$ cat config.mk
export PLATFORM = sky130hd
export DESIGN_NAME = serial_accessory_handshake_unit_flat
export DESIGN_NICKNAME = d
export VERILOG_FILES = /design/src/rtl/core/sah_pkg.sv /design/src/rtl/core/sah_if.sv /design/src/rtl/core/serial_accessory_handshake_unit.sv /design/src/flat_wrapper.sv
export SDC_FILE = /design/constraint.sdc
export NUM_CORES = 1
export LEC_CHECK = 0
export BUFFER_PORTS_ARGS = -buffer_cell sky130_fd_sc_hd__buf_2
export CORE_MARGIN = 1.5
export CORE_UTILIZATION = 25
export DETAILED_ROUTE_END_ITERATION = 10
export MAX_ROUTING_LAYER = met4
export SLEW_MARGIN = 20
export SYNTH_ARGS = -nofsm -noshare
export SYNTH_HDL_FRONTEND = slang
export SYNTH_SLANG_ARGS = --single-unit
$ cat constraint.sdc
create_clock -name clk -period 9.3 [get_ports clk]
set_clock_uncertainty 0.05 [all_clocks]
set_input_delay 0.465 -clock clk [delete_from_list [all_inputs] [get_ports clk]]
set_output_delay 0.465 -clock clk [all_outputs]
set_load 0.005 [all_outputs]
$ cat src/rtl/core/sah_pkg.sv
`timescale 1ns / 1ps
// ----------------------------------------------------------------------------
// sah_pkg
// Shared types, codes and constants of the serial accessory handshake unit.
// ----------------------------------------------------------------------------
package sah_pkg;

	typedef enum logic [2:0] {
		KIND_TICK  = 3'd0,
		KIND_FRAME = 3'd1,
		KIND_KEY   = 3'd2,
		KIND_DATA  = 3'd3,
		KIND_WRITE = 3'd4
	} kind_t;

	typedef enum logic [1:0] {
		REG_LOGO_HASH   = 2'd0,
		REG_HOLD_TICKS  = 2'd1,
		REG_RUMBLE_CODE = 2'd2,
		REG_SERIAL_MTCH = 2'd3
	} reg_t;

	localparam int unsigned PADDR_W  = 4;
	localparam int unsigned PDATA_W  = 32;

	localparam logic [31:0] LOGO_HASH_RST   = 32'h7776eb55;
	localparam logic [9:0]  HOLD_TICKS_RST  = 10'd500;
	localparam logic [7:0]  RUMBLE_CODE_RST = 8'h26;
	localparam logic [16:0] SERIAL_MTCH_RST = 17'h1e000;

	localparam logic [4:0]  LAST_PACKET    = 5'd16;
	localparam logic [4:0]  RUMBLE_PACKET  = 5'd15;
	localparam logic [1:0]  LAST_PHASE     = 2'd2;
	localparam logic [1:0]  BAD_PHASE      = 2'd3;
	localparam logic [9:0]  KEY_IDLE       = 10'h3ff;
	localparam logic [9:0]  KEY_LOGO_PRESS = 10'h30f;

	// handshake word sent for each packet index
	function automatic logic [31:0] send_word_f(input logic [4:0] idx);
		logic [31:0] w;
		case (idx)
			5'd0:    w = 32'h0000494e;
			5'd1:    w = 32'hb6b1494e;
			5'd2:    w = 32'hb6b1494e;
			5'd3:    w = 32'hb6b1544e;
			5'd4:    w = 32'habb1544e;
			5'd5:    w = 32'habb14e45;
			5'd6:    w = 32'hb1ba4e45;
			5'd7:    w = 32'hb1ba4f44;
			5'd8:    w = 32'hb0bb4f44;
			5'd9:    w = 32'hb0bb8002;
			5'd10:   w = 32'h10000010;
			5'd11:   w = 32'h20000013;
			default: w = 32'h30000003;
		endcase
		return w;
	endfunction

endpackage

$ cat src/rtl/core/sah_if.sv
`timescale 1ns / 1ps
// ----------------------------------------------------------------------------
// sah channel interfaces
// Valid/ready channels for event words into and result words out of the unit.
// ----------------------------------------------------------------------------
interface sah_item_if;
	logic        valid;
	logic        ready;
	logic [2:0]  kind;
	logic [31:0] frame_hash;
	logic [16:0] serial_setup;
	logic [1:0]  byte_lane;
	logic [7:0]  byte_value;

	modport source (output valid, kind, frame_hash, serial_setup, byte_lane, byte_value,
		input ready);
	modport sink (input valid, kind, frame_hash, serial_setup, byte_lane, byte_value,
		output ready);
endinterface

interface sah_result_if;
	logic        valid;
	logic        ready;
	logic        key_valid;
	logic [9:0]  key_value;
	logic        data_valid;
	logic [31:0] data_word;
	logic        rumble_valid;
	logic        rumble_level;
	logic        serial_irq;

	modport source (output valid, key_valid, key_value, data_valid, data_word,
		rumble_valid, rumble_level, serial_irq, input ready);
	modport sink (input valid, key_valid, key_value, data_valid, data_word,
		rumble_valid, rumble_level, serial_irq, output ready);
endinterface

$ cat src/rtl/core/serial_accessory_handshake_unit.sv
`timescale 1ns / 1ps
// ----------------------------------------------------------------------------
// serial_accessory_handshake_unit
// Accessory responder: logo detection, packet sequencing, key override,
// receive word assembly and rumble control with a tick-driven hold timer.
// ----------------------------------------------------------------------------
// The unit takes one event word per clock while its input stage can accept
// one and returns exactly one result word per event, in order. The update
// logic computes the new accessory state and result from the input stage
// register; both are written at the same edge, once the result register is
// free. Input and output registers are decoupled, so back-to-back words flow
// at one per cycle as long as results are taken; a stalled output holds one
// result while one more word waits in the input stage. The user writes the
// registers over the APB port only while idle; the unit does not enforce it.
module serial_accessory_handshake_unit (
	input  logic                         clk,
	input  logic                         arst_n,
	sah_item_if.sink                     item,
	sah_result_if.source                 result,
	input  logic                         psel,
	input  logic                         penable,
	input  logic                         pwrite,
	input  logic [sah_pkg::PADDR_W-1:0]  paddr,
	input  logic [sah_pkg::PDATA_W-1:0]  pwdata,
	output logic [sah_pkg::PDATA_W-1:0]  prdata,
	output logic                         pready
);

	// configuration registers
	logic [31:0] logo_hash_q;
	logic [9:0]  hold_ticks_q;
	logic [7:0]  rumble_code_q;
	logic [16:0] serial_match_q;

	// accessory state
	logic        enabled_q;
	logic        logo_seen_q;
	logic [1:0]  logo_phase_q;
	logic [4:0]  packet_index_q;
	logic [31:0] send_word_q;
	logic [31:0] recv_word_q;
	logic        rumble_on_q;
	logic [9:0]  hold_count_q;

	logic        enabled_n;
	logic        logo_seen_n;
	logic [1:0]  logo_phase_n;
	logic [4:0]  packet_index_n;
	logic [31:0] send_word_n;
	logic [31:0] recv_word_n;
	logic        rumble_on_n;
	logic [9:0]  hold_count_n;

	// input stage
	logic        valid_s1;
	logic [2:0]  kind_s1;
	logic [31:0] frame_hash_s1;
	logic [16:0] serial_setup_s1;
	logic [1:0]  byte_lane_s1;
	logic [7:0]  byte_value_s1;

	// result computed from the input stage
	logic        key_valid_c;
	logic [9:0]  key_value_c;
	logic        data_valid_c;
	logic [31:0] data_word_c;
	logic        rumble_valid_c;
	logic        rumble_level_c;
	logic        serial_irq_c;

	logic        out_valid_q;
	logic        advance;
	logic        cfg_wr;
	logic [1:0]  cfg_idx;

	logic        logo_hit;
	logic [4:0]  packet_base;
	logic        rumble_hit;

	assign advance    = valid_s1 && (!out_valid_q || result.ready);
	assign item.ready = !valid_s1 || advance;
	assign result.valid = out_valid_q;

	// ---------------- configuration port ----------------
	assign pready  = 1'b1;
	assign cfg_wr  = psel && penable && pwrite && pready;
	assign cfg_idx = paddr[3:2];

	always_comb begin
		case (cfg_idx)
			sah_pkg::REG_LOGO_HASH:   prdata = logo_hash_q;
			sah_pkg::REG_HOLD_TICKS:  prdata = {22'd0, hold_ticks_q};
			sah_pkg::REG_RUMBLE_CODE: prdata = {24'd0, rumble_code_q};
			sah_pkg::REG_SERIAL_MTCH: prdata = {15'd0, serial_match_q};
			default:                  prdata = '0;
		endcase
	end

	always_ff @(posedge clk or negedge arst_n) begin
		if (!arst_n) begin
			logo_hash_q    <= sah_pkg::LOGO_HASH_RST;
			hold_ticks_q   <= sah_pkg::HOLD_TICKS_RST;
			rumble_code_q  <= sah_pkg::RUMBLE_CODE_RST;
			serial_match_q <= sah_pkg::SERIAL_MTCH_RST;
		end else if (cfg_wr) begin
			case (cfg_idx)
				sah_pkg::REG_LOGO_HASH:   logo_hash_q    <= pwdata;
				sah_pkg::REG_HOLD_TICKS:  hold_ticks_q   <= pwdata[9:0];
				sah_pkg::REG_RUMBLE_CODE: rumble_code_q  <= pwdata[7:0];
				sah_pkg::REG_SERIAL_MTCH: serial_match_q <= pwdata[16:0];
				default: ;
			endcase
		end
	end

	// ---------------- input stage ----------------
	always_ff @(posedge clk or negedge arst_n) begin
		if (!arst_n) begin
			valid_s1 <= 1'b0;
		end else if (item.ready) begin
			valid_s1 <= item.valid;
		end
	end

	always_ff @(posedge clk) begin
		if (item.valid && item.ready) begin
			kind_s1         <= item.kind;
			frame_hash_s1   <= item.frame_hash;
			serial_setup_s1 <= item.serial_setup;
			byte_lane_s1    <= item.byte_lane;
			byte_value_s1   <= item.byte_value;
		end
	end

	// ---------------- event update ----------------
	assign logo_hit    = (frame_hash_s1 == logo_hash_q);
	assign packet_base = logo_hit ? 5'd0 : packet_index_q;
	// lane 3 leaves the low byte alone, so the stored low byte decides
	assign rumble_hit  = (recv_word_q[7:0] == rumble_code_q);

	always_comb begin
		enabled_n      = enabled_q;
		logo_seen_n    = logo_seen_q;
		logo_phase_n   = logo_phase_q;
		packet_index_n = packet_index_q;
		send_word_n    = send_word_q;
		recv_word_n    = recv_word_q;
		rumble_on_n    = rumble_on_q;
		hold_count_n   = hold_count_q;
		key_valid_c    = 1'b0;
		key_value_c    = '0;
		data_valid_c   = 1'b0;
		data_word_c    = '0;
		rumble_valid_c = 1'b0;
		rumble_level_c = 1'b0;
		serial_irq_c   = 1'b0;

		case (kind_s1)
			sah_pkg::KIND_TICK: begin
				if (hold_count_q != 10'd0) begin
					hold_count_n = hold_count_q - 10'd1;
					if (hold_count_q == 10'd1) begin
						rumble_on_n    = 1'b0;
						rumble_valid_c = 1'b1;
					end
				end
			end
			sah_pkg::KIND_FRAME: begin
				logo_seen_n = logo_hit;
				if (logo_hit) begin
					enabled_n      = 1'b1;
					packet_index_n = 5'd0;
					case (logo_phase_q)
						sah_pkg::LAST_PHASE: logo_phase_n = 2'd0;
						sah_pkg::BAD_PHASE:  logo_phase_n = 2'd1;
						default:             logo_phase_n = logo_phase_q + 2'd1;
					endcase
				end
				if ((enabled_q || logo_hit) && serial_setup_s1 == serial_match_q) begin
					packet_index_n = (packet_base >= sah_pkg::LAST_PACKET) ? 5'd0
						: packet_base + 5'd1;
					send_word_n    = sah_pkg::send_word_f(packet_index_n);
					serial_irq_c   = 1'b1;
				end
			end
			sah_pkg::KIND_KEY: begin
				if (logo_seen_q && logo_phase_q != sah_pkg::BAD_PHASE) begin
					key_valid_c = 1'b1;
					key_value_c = (logo_phase_q == sah_pkg::LAST_PHASE)
						? sah_pkg::KEY_LOGO_PRESS : sah_pkg::KEY_IDLE;
				end
			end
			sah_pkg::KIND_DATA: begin
				if (enabled_q) begin
					data_valid_c = 1'b1;
					data_word_c  = send_word_q;
				end
			end
			sah_pkg::KIND_WRITE: begin
				if (enabled_q) begin
					case (byte_lane_s1)
						2'd0:    recv_word_n[7:0]   = byte_value_s1;
						2'd1:    recv_word_n[15:8]  = byte_value_s1;
						2'd2:    recv_word_n[23:16] = byte_value_s1;
						default: recv_word_n[31:24] = byte_value_s1;
					endcase
					if (byte_lane_s1 == 2'd3 && packet_index_q == sah_pkg::RUMBLE_PACKET) begin
						rumble_on_n    = rumble_hit;
						rumble_valid_c = 1'b1;
						rumble_level_c = rumble_hit;
						if (rumble_hit) begin
							hold_count_n = hold_ticks_q;
						end
					end
				end
			end
			default: ;
		endcase
	end

	always_ff @(posedge clk or negedge arst_n) begin
		if (!arst_n) begin
			enabled_q      <= 1'b0;
			logo_seen_q    <= 1'b0;
			logo_phase_q   <= 2'd0;
			packet_index_q <= 5'd0;
			send_word_q    <= '0;
			recv_word_q    <= '0;
			rumble_on_q    <= 1'b0;
			hold_count_q   <= '0;
		end else if (advance) begin
			enabled_q      <= enabled_n;
			logo_seen_q    <= logo_seen_n;
			logo_phase_q   <= logo_phase_n;
			packet_index_q <= packet_index_n;
			send_word_q    <= send_word_n;
			recv_word_q    <= recv_word_n;
			rumble_on_q    <= rumble_on_n;
			hold_count_q   <= hold_count_n;
		end
	end

	// ---------------- result register ----------------
	always_ff @(posedge clk or negedge arst_n) begin
		if (!arst_n) begin
			out_valid_q <= 1'b0;
		end else if (advance) begin
			out_valid_q <= 1'b1;
		end else if (result.ready) begin
			out_valid_q <= 1'b0;
		end
	end

	always_ff @(posedge clk) begin
		if (advance) begin
			result.key_valid    <= key_valid_c;
			result.key_value    <= key_value_c;
			result.data_valid   <= data_valid_c;
			result.data_word    <= data_word_c;
			result.rumble_valid <= rumble_valid_c;
			result.rumble_level <= rumble_level_c;
			result.serial_irq   <= serial_irq_c;
		end
	end

	// ---------------- assertions ----------------
	a_irq_enabled: assert property (@(posedge clk) disable iff (!arst_n)
		result.valid && result.serial_irq |-> enabled_q)
		else $error("serial interrupt while accessory disabled");

	a_data_enabled: assert property (@(posedge clk) disable iff (!arst_n)
		result.valid && result.data_valid |-> enabled_q)
		else $error("data answer while accessory disabled");

	a_packet_range: assert property (@(posedge clk) disable iff (!arst_n)
		packet_index_q <= sah_pkg::LAST_PACKET)
		else $error("packet index beyond last packet");

	a_phase_range: assert property (@(posedge clk) disable iff (!arst_n)
		logo_phase_q != sah_pkg::BAD_PHASE)
		else $error("logo phase reached unused code");

	a_result_source: assert property (@(posedge clk) disable iff (!arst_n)
		$rose(result.valid) |-> $past(valid_s1))
		else $error("result raised without a staged word");

endmodule
$ cat src/flat_wrapper.sv
// flat-port wrapper written by rule: the top's interface ports become plain ports
module serial_accessory_handshake_unit_flat 
  (clk, arst_n, psel, penable, pwrite, paddr, pwdata, prdata, pready, item_valid, item_kind, item_frame_hash, item_serial_setup, item_byte_lane, item_byte_value, item_ready, result_valid, result_key_valid, result_key_value, result_data_valid, result_data_word, result_rumble_valid, result_rumble_level, result_serial_irq, result_ready);
  sah_item_if item_i ();
  sah_result_if result_i ();
  input  logic clk;
  input  logic arst_n;
  input  logic psel;
  input  logic penable;
  input  logic pwrite;
  input  logic [sah_pkg::PADDR_W-1:0] paddr;
  input  logic [sah_pkg::PDATA_W-1:0] pwdata;
  output logic [sah_pkg::PDATA_W-1:0] prdata;
  output logic pready;
  input wire logic [$bits(item_i.valid)-1:0] item_valid;
  input wire logic [$bits(item_i.kind)-1:0] item_kind;
  input wire logic [$bits(item_i.frame_hash)-1:0] item_frame_hash;
  input wire logic [$bits(item_i.serial_setup)-1:0] item_serial_setup;
  input wire logic [$bits(item_i.byte_lane)-1:0] item_byte_lane;
  input wire logic [$bits(item_i.byte_value)-1:0] item_byte_value;
  output wire logic [$bits(item_i.ready)-1:0] item_ready;
  output wire logic [$bits(result_i.valid)-1:0] result_valid;
  output wire logic [$bits(result_i.key_valid)-1:0] result_key_valid;
  output wire logic [$bits(result_i.key_value)-1:0] result_key_value;
  output wire logic [$bits(result_i.data_valid)-1:0] result_data_valid;
  output wire logic [$bits(result_i.data_word)-1:0] result_data_word;
  output wire logic [$bits(result_i.rumble_valid)-1:0] result_rumble_valid;
  output wire logic [$bits(result_i.rumble_level)-1:0] result_rumble_level;
  output wire logic [$bits(result_i.serial_irq)-1:0] result_serial_irq;
  input wire logic [$bits(result_i.ready)-1:0] result_ready;
  assign item_i.valid = item_valid;
  assign item_i.kind = item_kind;
  assign item_i.frame_hash = item_frame_hash;
  assign item_i.serial_setup = item_serial_setup;
  assign item_i.byte_lane = item_byte_lane;
  assign item_i.byte_value = item_byte_value;
  assign item_ready = item_i.ready;
  assign result_valid = result_i.valid;
  assign result_key_valid = result_i.key_valid;
  assign result_key_value = result_i.key_value;
  assign result_data_valid = result_i.data_valid;
  assign result_data_word = result_i.data_word;
  assign result_rumble_valid = result_i.rumble_valid;
  assign result_rumble_level = result_i.rumble_level;
  assign result_serial_irq = result_i.serial_irq;
  assign result_i.ready = result_ready;
  serial_accessory_handshake_unit u_core (.clk(clk), .arst_n(arst_n), .item(item_i), .result(result_i), .psel(psel), .penable(penable), .pwrite(pwrite), .paddr(paddr), .pwdata(pwdata), .prdata(prdata), .pready(pready));
endmodule
# == Word level (Yosys, flattened, before mapping) ==
# Memory sizes are Yosys's and may differ from the RTL's.
# Index checks and enable logic that the tools add are counted.
# word_totals
register_bits,237
latchBits,0
ramBits,0
rom_bits,416
inputBits,105
elab_cells,102
n_memories,1
# op_classes
add_sub_neg,3
multipliers,0
n_div,0
order_cmp,1
n_eq_ne,20
shift,0
n_mux,22
bitwise,0
n_reduce_logical,30
# mem_list
memory,words,word_bits,read_ports,rd_ports_with_merged_regs,wr,line_no,text
(name not given),16,26,1,0,0,sah_pkg.sv:41,case (idx)
# ops
operator,count
$pmux W32 S4,1
$mux W10,4
$eq A32 B32 Y1,1
$mux W32,1
$pmux W10 S2,1
$eq A17 B17 Y1,1
$mux W5,3
$reduce_and A2 Y1,7
$eq A10 B1 Y1 const B,1
$eq A2 B2 Y1 const B,5
$reduce_bool A10 Y1,1
$sub A10 B1 Y10 const B,1
$mux W1,9
$reduce_and A3 Y1,3
$eq A8 B8 Y1,1
$mux W8,1
$ne A2 B1 Y1 const B,4
$logic_and A1 B1 Y1,7
$eq A3 B2 Y1 const B,2
$reduce_and A6 Y1,1
$add A5 B1 Y5 const B,1
$eq A5 B4 Y1 const B,1
$ge A5 B5 Y1 const B,1
$logic_not A2 Y1,2
other kinds (12),16

# == Depth between registers and ports, before layout ==
# An unclocked memory read counts as a cell.
# depth
depth_word,6
depth_mapped,17
ltp_nobuf,16

# == Least setup slack after synthesis ==
# No wires, ideal clock.
# synth_timing
path_kind,register -> register
start,register u_core.logo_hash_q[21]
end,register u_core.send_word_q[11]
setup_ns,0.121
t_arrival_ns,3.417
t_required_ns,9.129
setup_slack_ns,5.712
path_stages_with_launch,16
n_path_buf,1
synth_period_minus_slack_ns,3.588
cell_sequence,dfstp_2 xor2_1 nor4_1 nand4_1 or2_2 buf_6 and2_1 ha_1 o21ai_0 inv_1 ha_1 nor2_1 o21ai_0 o21ai_0 a2111o_1 a22o_1
# synth_via
elab_chain_cells,6
elab_cells_between_ends,10
# synth_lines
item,line_no,text
from (decl),serial_accessory_handshake_unit.sv:30,logic [31:0] logo_hash_q;
from (signal assigned),serial_accessory_handshake_unit.sv:101,logo_hash_q <= sah_pkg::LOGO_HASH_RST;
from (signal assigned),serial_accessory_handshake_unit.sv:107,sah_pkg::REG_LOGO_HASH: logo_hash_q <= pwdata;
$eq A32 B32 Y1 *,serial_accessory_handshake_unit.sv:136,assign logo_hit = (frame_hash_s1 == logo_hash_q);
$mux W5,serial_accessory_handshake_unit.sv:137,assign packet_base = logo_hit ? 5'd0 : packet_index_q;
$add A5 B1 Y5 or $ge A5 B5 Y1 (tied branches),"serial_accessory_handshake_unit.sv:181, serial_accessory_handshake_unit.sv:180",
$mux W5,serial_accessory_handshake_unit.sv:180,packet_index_n = (packet_base >= sah_pkg::LAST_PACKET) ? 5'd0
$mem_v2 Z16 W26,-,
$mux W32,sah_pkg.sv:41,
to (signal assigned),serial_accessory_handshake_unit.sv:236,send_word_q <= send_word_n;
to (decl),serial_accessory_handshake_unit.sv:40,logic [31:0] send_word_q;
# Every way passes the cells marked *; elsewhere a longest branch is shown, timed or not.
# A chain may end at the register's enable or synchronous reset.

# == Worst setup path in the final report ==
# layout_timing
start,register u_core.logo_hash_q[6]
end,register u_core.send_word_q[11]
# Same word-level chain as after synthesis.

==> results.yml <==
clock_network:
  ctsLongestPathBuffers: 3
  numCtsBuffers: 23
  cts_h_tree_depth: 1
  insertion_delay_ns: 0.54
  tritoncts_num_sinks: 205
  ctsResizeCount: 0
  clk_root_buffer_cell: "sky130_fd_sc_hd__clkbuf_16"
  worst_setup_hold_path_clk_slew_ns: 0.06
  cts_tree: "built"
final_layout:
  seqCellArea_sq_um: 5618
  design.final.nets: 984
  utilization: 0.3097
  multi_input_area_sq_um: 3438
  finish.cell_count_without_fillers: 1357
  fillerInstances: 3729
  final_layout_size_suffix_gt1_frac: 0.3937
  flow.area_growth_from_synthesis_pct: 21.55
global_routing:
  grt_antenna_before_repair: 5
  total_routing_usage_reported_by_global_routing: 0.1216
  grt_start_max_net_pins: 70
  wire_length_of_the_first_global_routing_pass_um: 35160
  grt-ovfl-total: 0
  first_global_vias: 6009
logic_synthesis:
  synth_area_sq_um: 9371
  synth_cells: 706
  synth-async-reset-ratio: 0.5659
  ys_ff_latch: 205
  ys_dominant_reg_cell: "sky130_fd_sc_hd__edfxtp_1"
  yosysSeqAreaShare: 0.5995
  post_synth_num_cell_types: 62
  syn_area_per_cell_sq_um: 13.27
  synth-warning-count: 0
  synth_edf_count: 89
floorplanning:
  floorplan.core_area_sq_um: 36790
  fp-row-count: 70
  die_width_um: 196.6
  io_pins: 187
  floorplan.die_area_sq_um: 38660
  start_util: 0.2548
  chipHeight_um: 196.6
power_and_ir_drop:
  peakVddDrop_mv: 0.1550
  clockPowerShare: 0.373
  net-switching-power_mw: 0.6289
  sw_frac_of_total: 0.2581
  cellInternalPower_mw: 1.807
  power.static_leakage_nw: 4.862
  power.combinational.fraction: 0.138
  power.density_nw_per_um2: 213.9
  seq_power_share: 0.489
worst_setup_path:
  worstSetupPathType: "reg2reg"
  worstPathCellList: "xor2_1, nor4_1, nand4_1, or2_2, and2_1, ha_1, o21ai_0, inv_1, ha_1, nor2_1, o21ai_0, o21ai_0, a2111o_1, a22o_1"
  crit_slowest_cell: "sky130_fd_sc_hd__dfstp_2"
  path_delay_family: "simple AND/OR/NAND/NOR gates"
  timing.critical_path.arrival_ns: 4.85
  critical_path_buf_inv_count: 1
  worst-endpoint-required_ns: 9.66
  end_kind: "flop"
  worst_path_max_stage_delay_ns: 0.54
  critical_path.max_fanout: 8
  critPathMostFrequentCell: "sky130_fd_sc_hd__o21ai_0"
  worst_setup_path_start_kind: "flop"
detailed_routing:
  drt-total-wl_um: 22840
  drt-wirelength-per-cell_um: 16.83
  dr.first_iter.drc_count: 387
  via_count: 6021
  drcViolationCount: 0
  postRouteAntennaNets: 0
  first_pass_iters: 5
  routed_via_density: 4.437
sta:
  worst_pin_slew_ns: 1.087
  setup_viol: 0
  min_period_over_period: 0.4830
  timing.final.crit_period_ns: 4.492
  maximum_clock_rate_mhz: 222.6
  timing.slew.headroom: 0.2732
  hold_viol_final: 0
  drv_slew: 0
  setup_repair_after_global_routing_missed_its_margin: "no"
  setup_tns_ns: 0
placement:
  io_buffers: 177
  place_hpwl_um: 16380
  place_congestion: 0.8709
  dp_cells: 1309
run:
  max_cap_viol_count: 0
status:
  run_status: "completed"
hold_path:
  hp-class: "in2reg"
==> layout make-up <==
type	count	area share
Inverter	15	0.004943
Multi-Input combinational cell	440	0.3018
Clock buffer	35	0.05712
Clock inverter	7	0.008897
Sequential cell	205	0.4932
Tap cell	468	0.05141
Antenna cell	5	0.001098
Timing Repair Buffer	182	0.08150
==> cell usage in the layout, fill, tap and decap left out, types with 3 or more instances in the layout <==
cell / instances
sky130_fd_sc_hd__buf_4: 5
sky130_fd_sc_hd__o21ai_0: 27
sky130_fd_sc_hd__clkbuf_16: 23
sky130_fd_sc_hd__nand2b_1: 4
sky130_fd_sc_hd__clkbuf_8: 3
sky130_fd_sc_hd__and2_1: 41
sky130_fd_sc_hd__nand4_1: 6
sky130_fd_sc_hd__nor2b_1: 4
sky130_fd_sc_hd__nand3_1: 10
sky130_fd_sc_hd__conb_1: 7
sky130_fd_sc_hd__ha_1: 12
sky130_fd_sc_hd__and3_1: 8
sky130_fd_sc_hd__xor2_1: 45
sky130_fd_sc_hd__clkbuf_1: 9
sky130_fd_sc_hd__buf_2: 176
sky130_fd_sc_hd__a211o_1: 3
sky130_fd_sc_hd__xnor2_1: 16
sky130_fd_sc_hd__mux2i_1: 3
sky130_fd_sc_hd__edfxtp_1: 89
sky130_fd_sc_hd__inv_1: 15
sky130_fd_sc_hd__nor3_1: 14
sky130_fd_sc_hd__a21oi_1: 18
sky130_fd_sc_hd__nor2_2: 4
sky130_fd_sc_hd__mux4_2: 8
sky130_fd_sc_hd__a22o_1: 17
sky130_fd_sc_hd__diode_2: 5
sky130_fd_sc_hd__a22oi_1: 4
sky130_fd_sc_hd__a21o_1: 6
sky130_fd_sc_hd__dfrtp_1: 82
sky130_fd_sc_hd__nor4_1: 13
sky130_fd_sc_hd__nand2_1: 25
sky130_fd_sc_hd__o211ai_1: 3
sky130_fd_sc_hd__dfstp_2: 34
sky130_fd_sc_hd__mux2_2: 76
sky130_fd_sc_hd__nor2_1: 26
==> flip-flops by register name (all words and copies together) (netlist names), 10 cells and up <==
register                 count
u_core.send_word_q          20
u_core.hold_count_q         10
u_core.serial_match_q       17
u_core.serial_setup_s1      17
u_core.result.data_word     20
u_core.hold_ticks_q         10
u_core.logo_hash_q          32
u_core.frame_hash_s1        32
==> per-stage QoR <==
stage / power (mW) / setup slack, ns / area (sq um) / hold slack [ns]
after detailed placement: 1.551 / 4.875 / 10610 / 0.4134
final: 2.436 / 4.808 / 11390 / 0.04711
after CTS: 2.473 / 4.831 / 11380 / 0.02756
after global placement: 1.541 / 4.903 / 10610 / 0.4022
after floorplan: 1.403 / 5.712 / 9390 / 0.1194
after global routing: 2.559 / 4.502 / 11390 / 0.02868
==> logic make-up after synthesis <==
logic type | Yosys count | synth area share
flip-flops | 205 | 0.5995
adder cells (fa/ha/maj) | 12 | 0.01602
buffers and inverters | 66 | 0.03658
XOR/XNOR | 61 | 0.05701
AO/OA/AOI/OAI | 99 | 0.07236
AND/OR/NAND/NOR | 173 | 0.1024
other | 2 | 0.0008014
multiplexers | 88 | 0.1154
==> final timing paths <==
| kind | startpoint | to | slack (ns) | depth (start not counted) |
|---|---|---|---|---|
| min in group asynchronous | arst_n | u_core.send_word_q[14]$_DFFE_PN0P_ | 0.48 | 2 |
| min | item_serial_setup[9] | u_core.serial_setup_s1[9]$_DFFE_PP_ | 0.05 | 1 |
| max | u_core.logo_hash_q[6]$_DFFE_PN1P_ | u_core.send_word_q[11]$_DFFE_PN0P_ | 4.81 | 14 |
| max reg2reg | u_core.logo_hash_q[6]$_DFFE_PN1P_ | u_core.send_word_q[11]$_DFFE_PN0P_ | 4.81 | 14 |
| max in group asynchronous | arst_n | u_core.hold_count_q[9]$_DFFE_PN0P_ | 7.33 | 3 |
| min reg2reg | u_core.send_word_q[3]$_DFFE_PN0P_ | u_core.send_word_q[3]$_DFFE_PN0P_ | 0.43 | 2 |
==> repair_timing <==
| action | 4_1_cts | 5_1_grt |
|---|---|---|
| hold buffers | 1 | 0 |
| buffers inserted | 0 | 0 |
| hold endpoints to repair | 36 | 0 |
==> cell usage after synthesis, types with 3 or more instances <==
| cell | n | area, sq um |
|---|---|---|
| sky130_fd_sc_hd__xor2_1 | 45 | 394.1 |
| sky130_fd_sc_hd__a21o_1 | 6 | 45.04 |
| sky130_fd_sc_hd__mux2_2 | 76 | 855.8 |
| sky130_fd_sc_hd__nor2_1 | 28 | 105.1 |
| sky130_fd_sc_hd__nand4_1 | 6 | 37.54 |
| sky130_fd_sc_hd__o211ai_1 | 3 | 22.52 |
| sky130_fd_sc_hd__a211o_1 | 3 | 26.28 |
| sky130_fd_sc_hd__edfxtp_1 | 89 | 2673 |
| sky130_fd_sc_hd__mux2i_1 | 3 | 30.03 |
| sky130_fd_sc_hd__nor2b_1 | 4 | 25.02 |
| sky130_fd_sc_hd__ha_1 | 12 | 150.1 |
| sky130_fd_sc_hd__and2_1 | 43 | 269.0 |
| sky130_fd_sc_hd__buf_4 | 21 | 157.7 |
| sky130_fd_sc_hd__clkbuf_1 | 22 | 82.58 |
| sky130_fd_sc_hd__and3_1 | 8 | 50.05 |
| sky130_fd_sc_hd__a22o_1 | 17 | 148.9 |
| sky130_fd_sc_hd__mux4_2 | 8 | 180.2 |
| sky130_fd_sc_hd__o21ai_0 | 27 | 135.1 |
| sky130_fd_sc_hd__nand2b_1 | 4 | 25.02 |
| sky130_fd_sc_hd__xnor2_1 | 16 | 140.1 |
| sky130_fd_sc_hd__nand3_1 | 10 | 50.05 |
| sky130_fd_sc_hd__nor3_1 | 14 | 70.07 |
| sky130_fd_sc_hd__a22oi_1 | 4 | 30.03 |
| sky130_fd_sc_hd__buf_1 | 5 | 18.77 |
| sky130_fd_sc_hd__dfrtp_1 | 82 | 2052 |
| sky130_fd_sc_hd__dfstp_2 | 34 | 893.4 |
| sky130_fd_sc_hd__a21oi_1 | 18 | 90.09 |
| sky130_fd_sc_hd__nor4_1 | 13 | 81.33 |
| sky130_fd_sc_hd__inv_1 | 15 | 56.30 |
| sky130_fd_sc_hd__nand2_1 | 25 | 93.84 |
==> worst register-to-register path: stages (launching register included) <==
cell and delay [ns]:
sky130_fd_sc_hd__dfstp_2 0.54, sky130_fd_sc_hd__xor2_1 0.10, sky130_fd_sc_hd__nor4_1 0.37, sky130_fd_sc_hd__nand4_1 0.44, sky130_fd_sc_hd__or2_2 0.52, sky130_fd_sc_hd__and2_1 0.19, sky130_fd_sc_hd__ha_1 0.39, sky130_fd_sc_hd__o21ai_0 0.26
sky130_fd_sc_hd__inv_1 0.22, sky130_fd_sc_hd__ha_1 0.28, sky130_fd_sc_hd__nor2_1 0.08, sky130_fd_sc_hd__o21ai_0 0.16, sky130_fd_sc_hd__o21ai_0 0.11, sky130_fd_sc_hd__a2111o_1 0.44, sky130_fd_sc_hd__a22o_1 0.21
==> power by group through the flow <==
stage / clock (mW) / combinational (mW) / sequential [mW]
after floorplan: 0 / 0.228 / 1.17
after global placement: 0 / 0.336 / 1.21
after detailed placement: 0 / 0.341 / 1.21
after CTS: 0.936 / 0.344 / 1.19
after global routing: 0.971 / 0.378 / 1.21
final: 0.910 / 0.335 / 1.19
==> metal layers <==
layer / GRT usage / part of all wire / vias to the layer above
met5: - / 0 / -
met4: 0.02799 / 0.021 / 0
met3: 0.02960 / 0.073 / 33
met2: 0.1956 / 0.47 / 201
met1: 0.1550 / 0.44 / 2934
li1: - / - / 2853
Power figures use the tool's default switching activity.
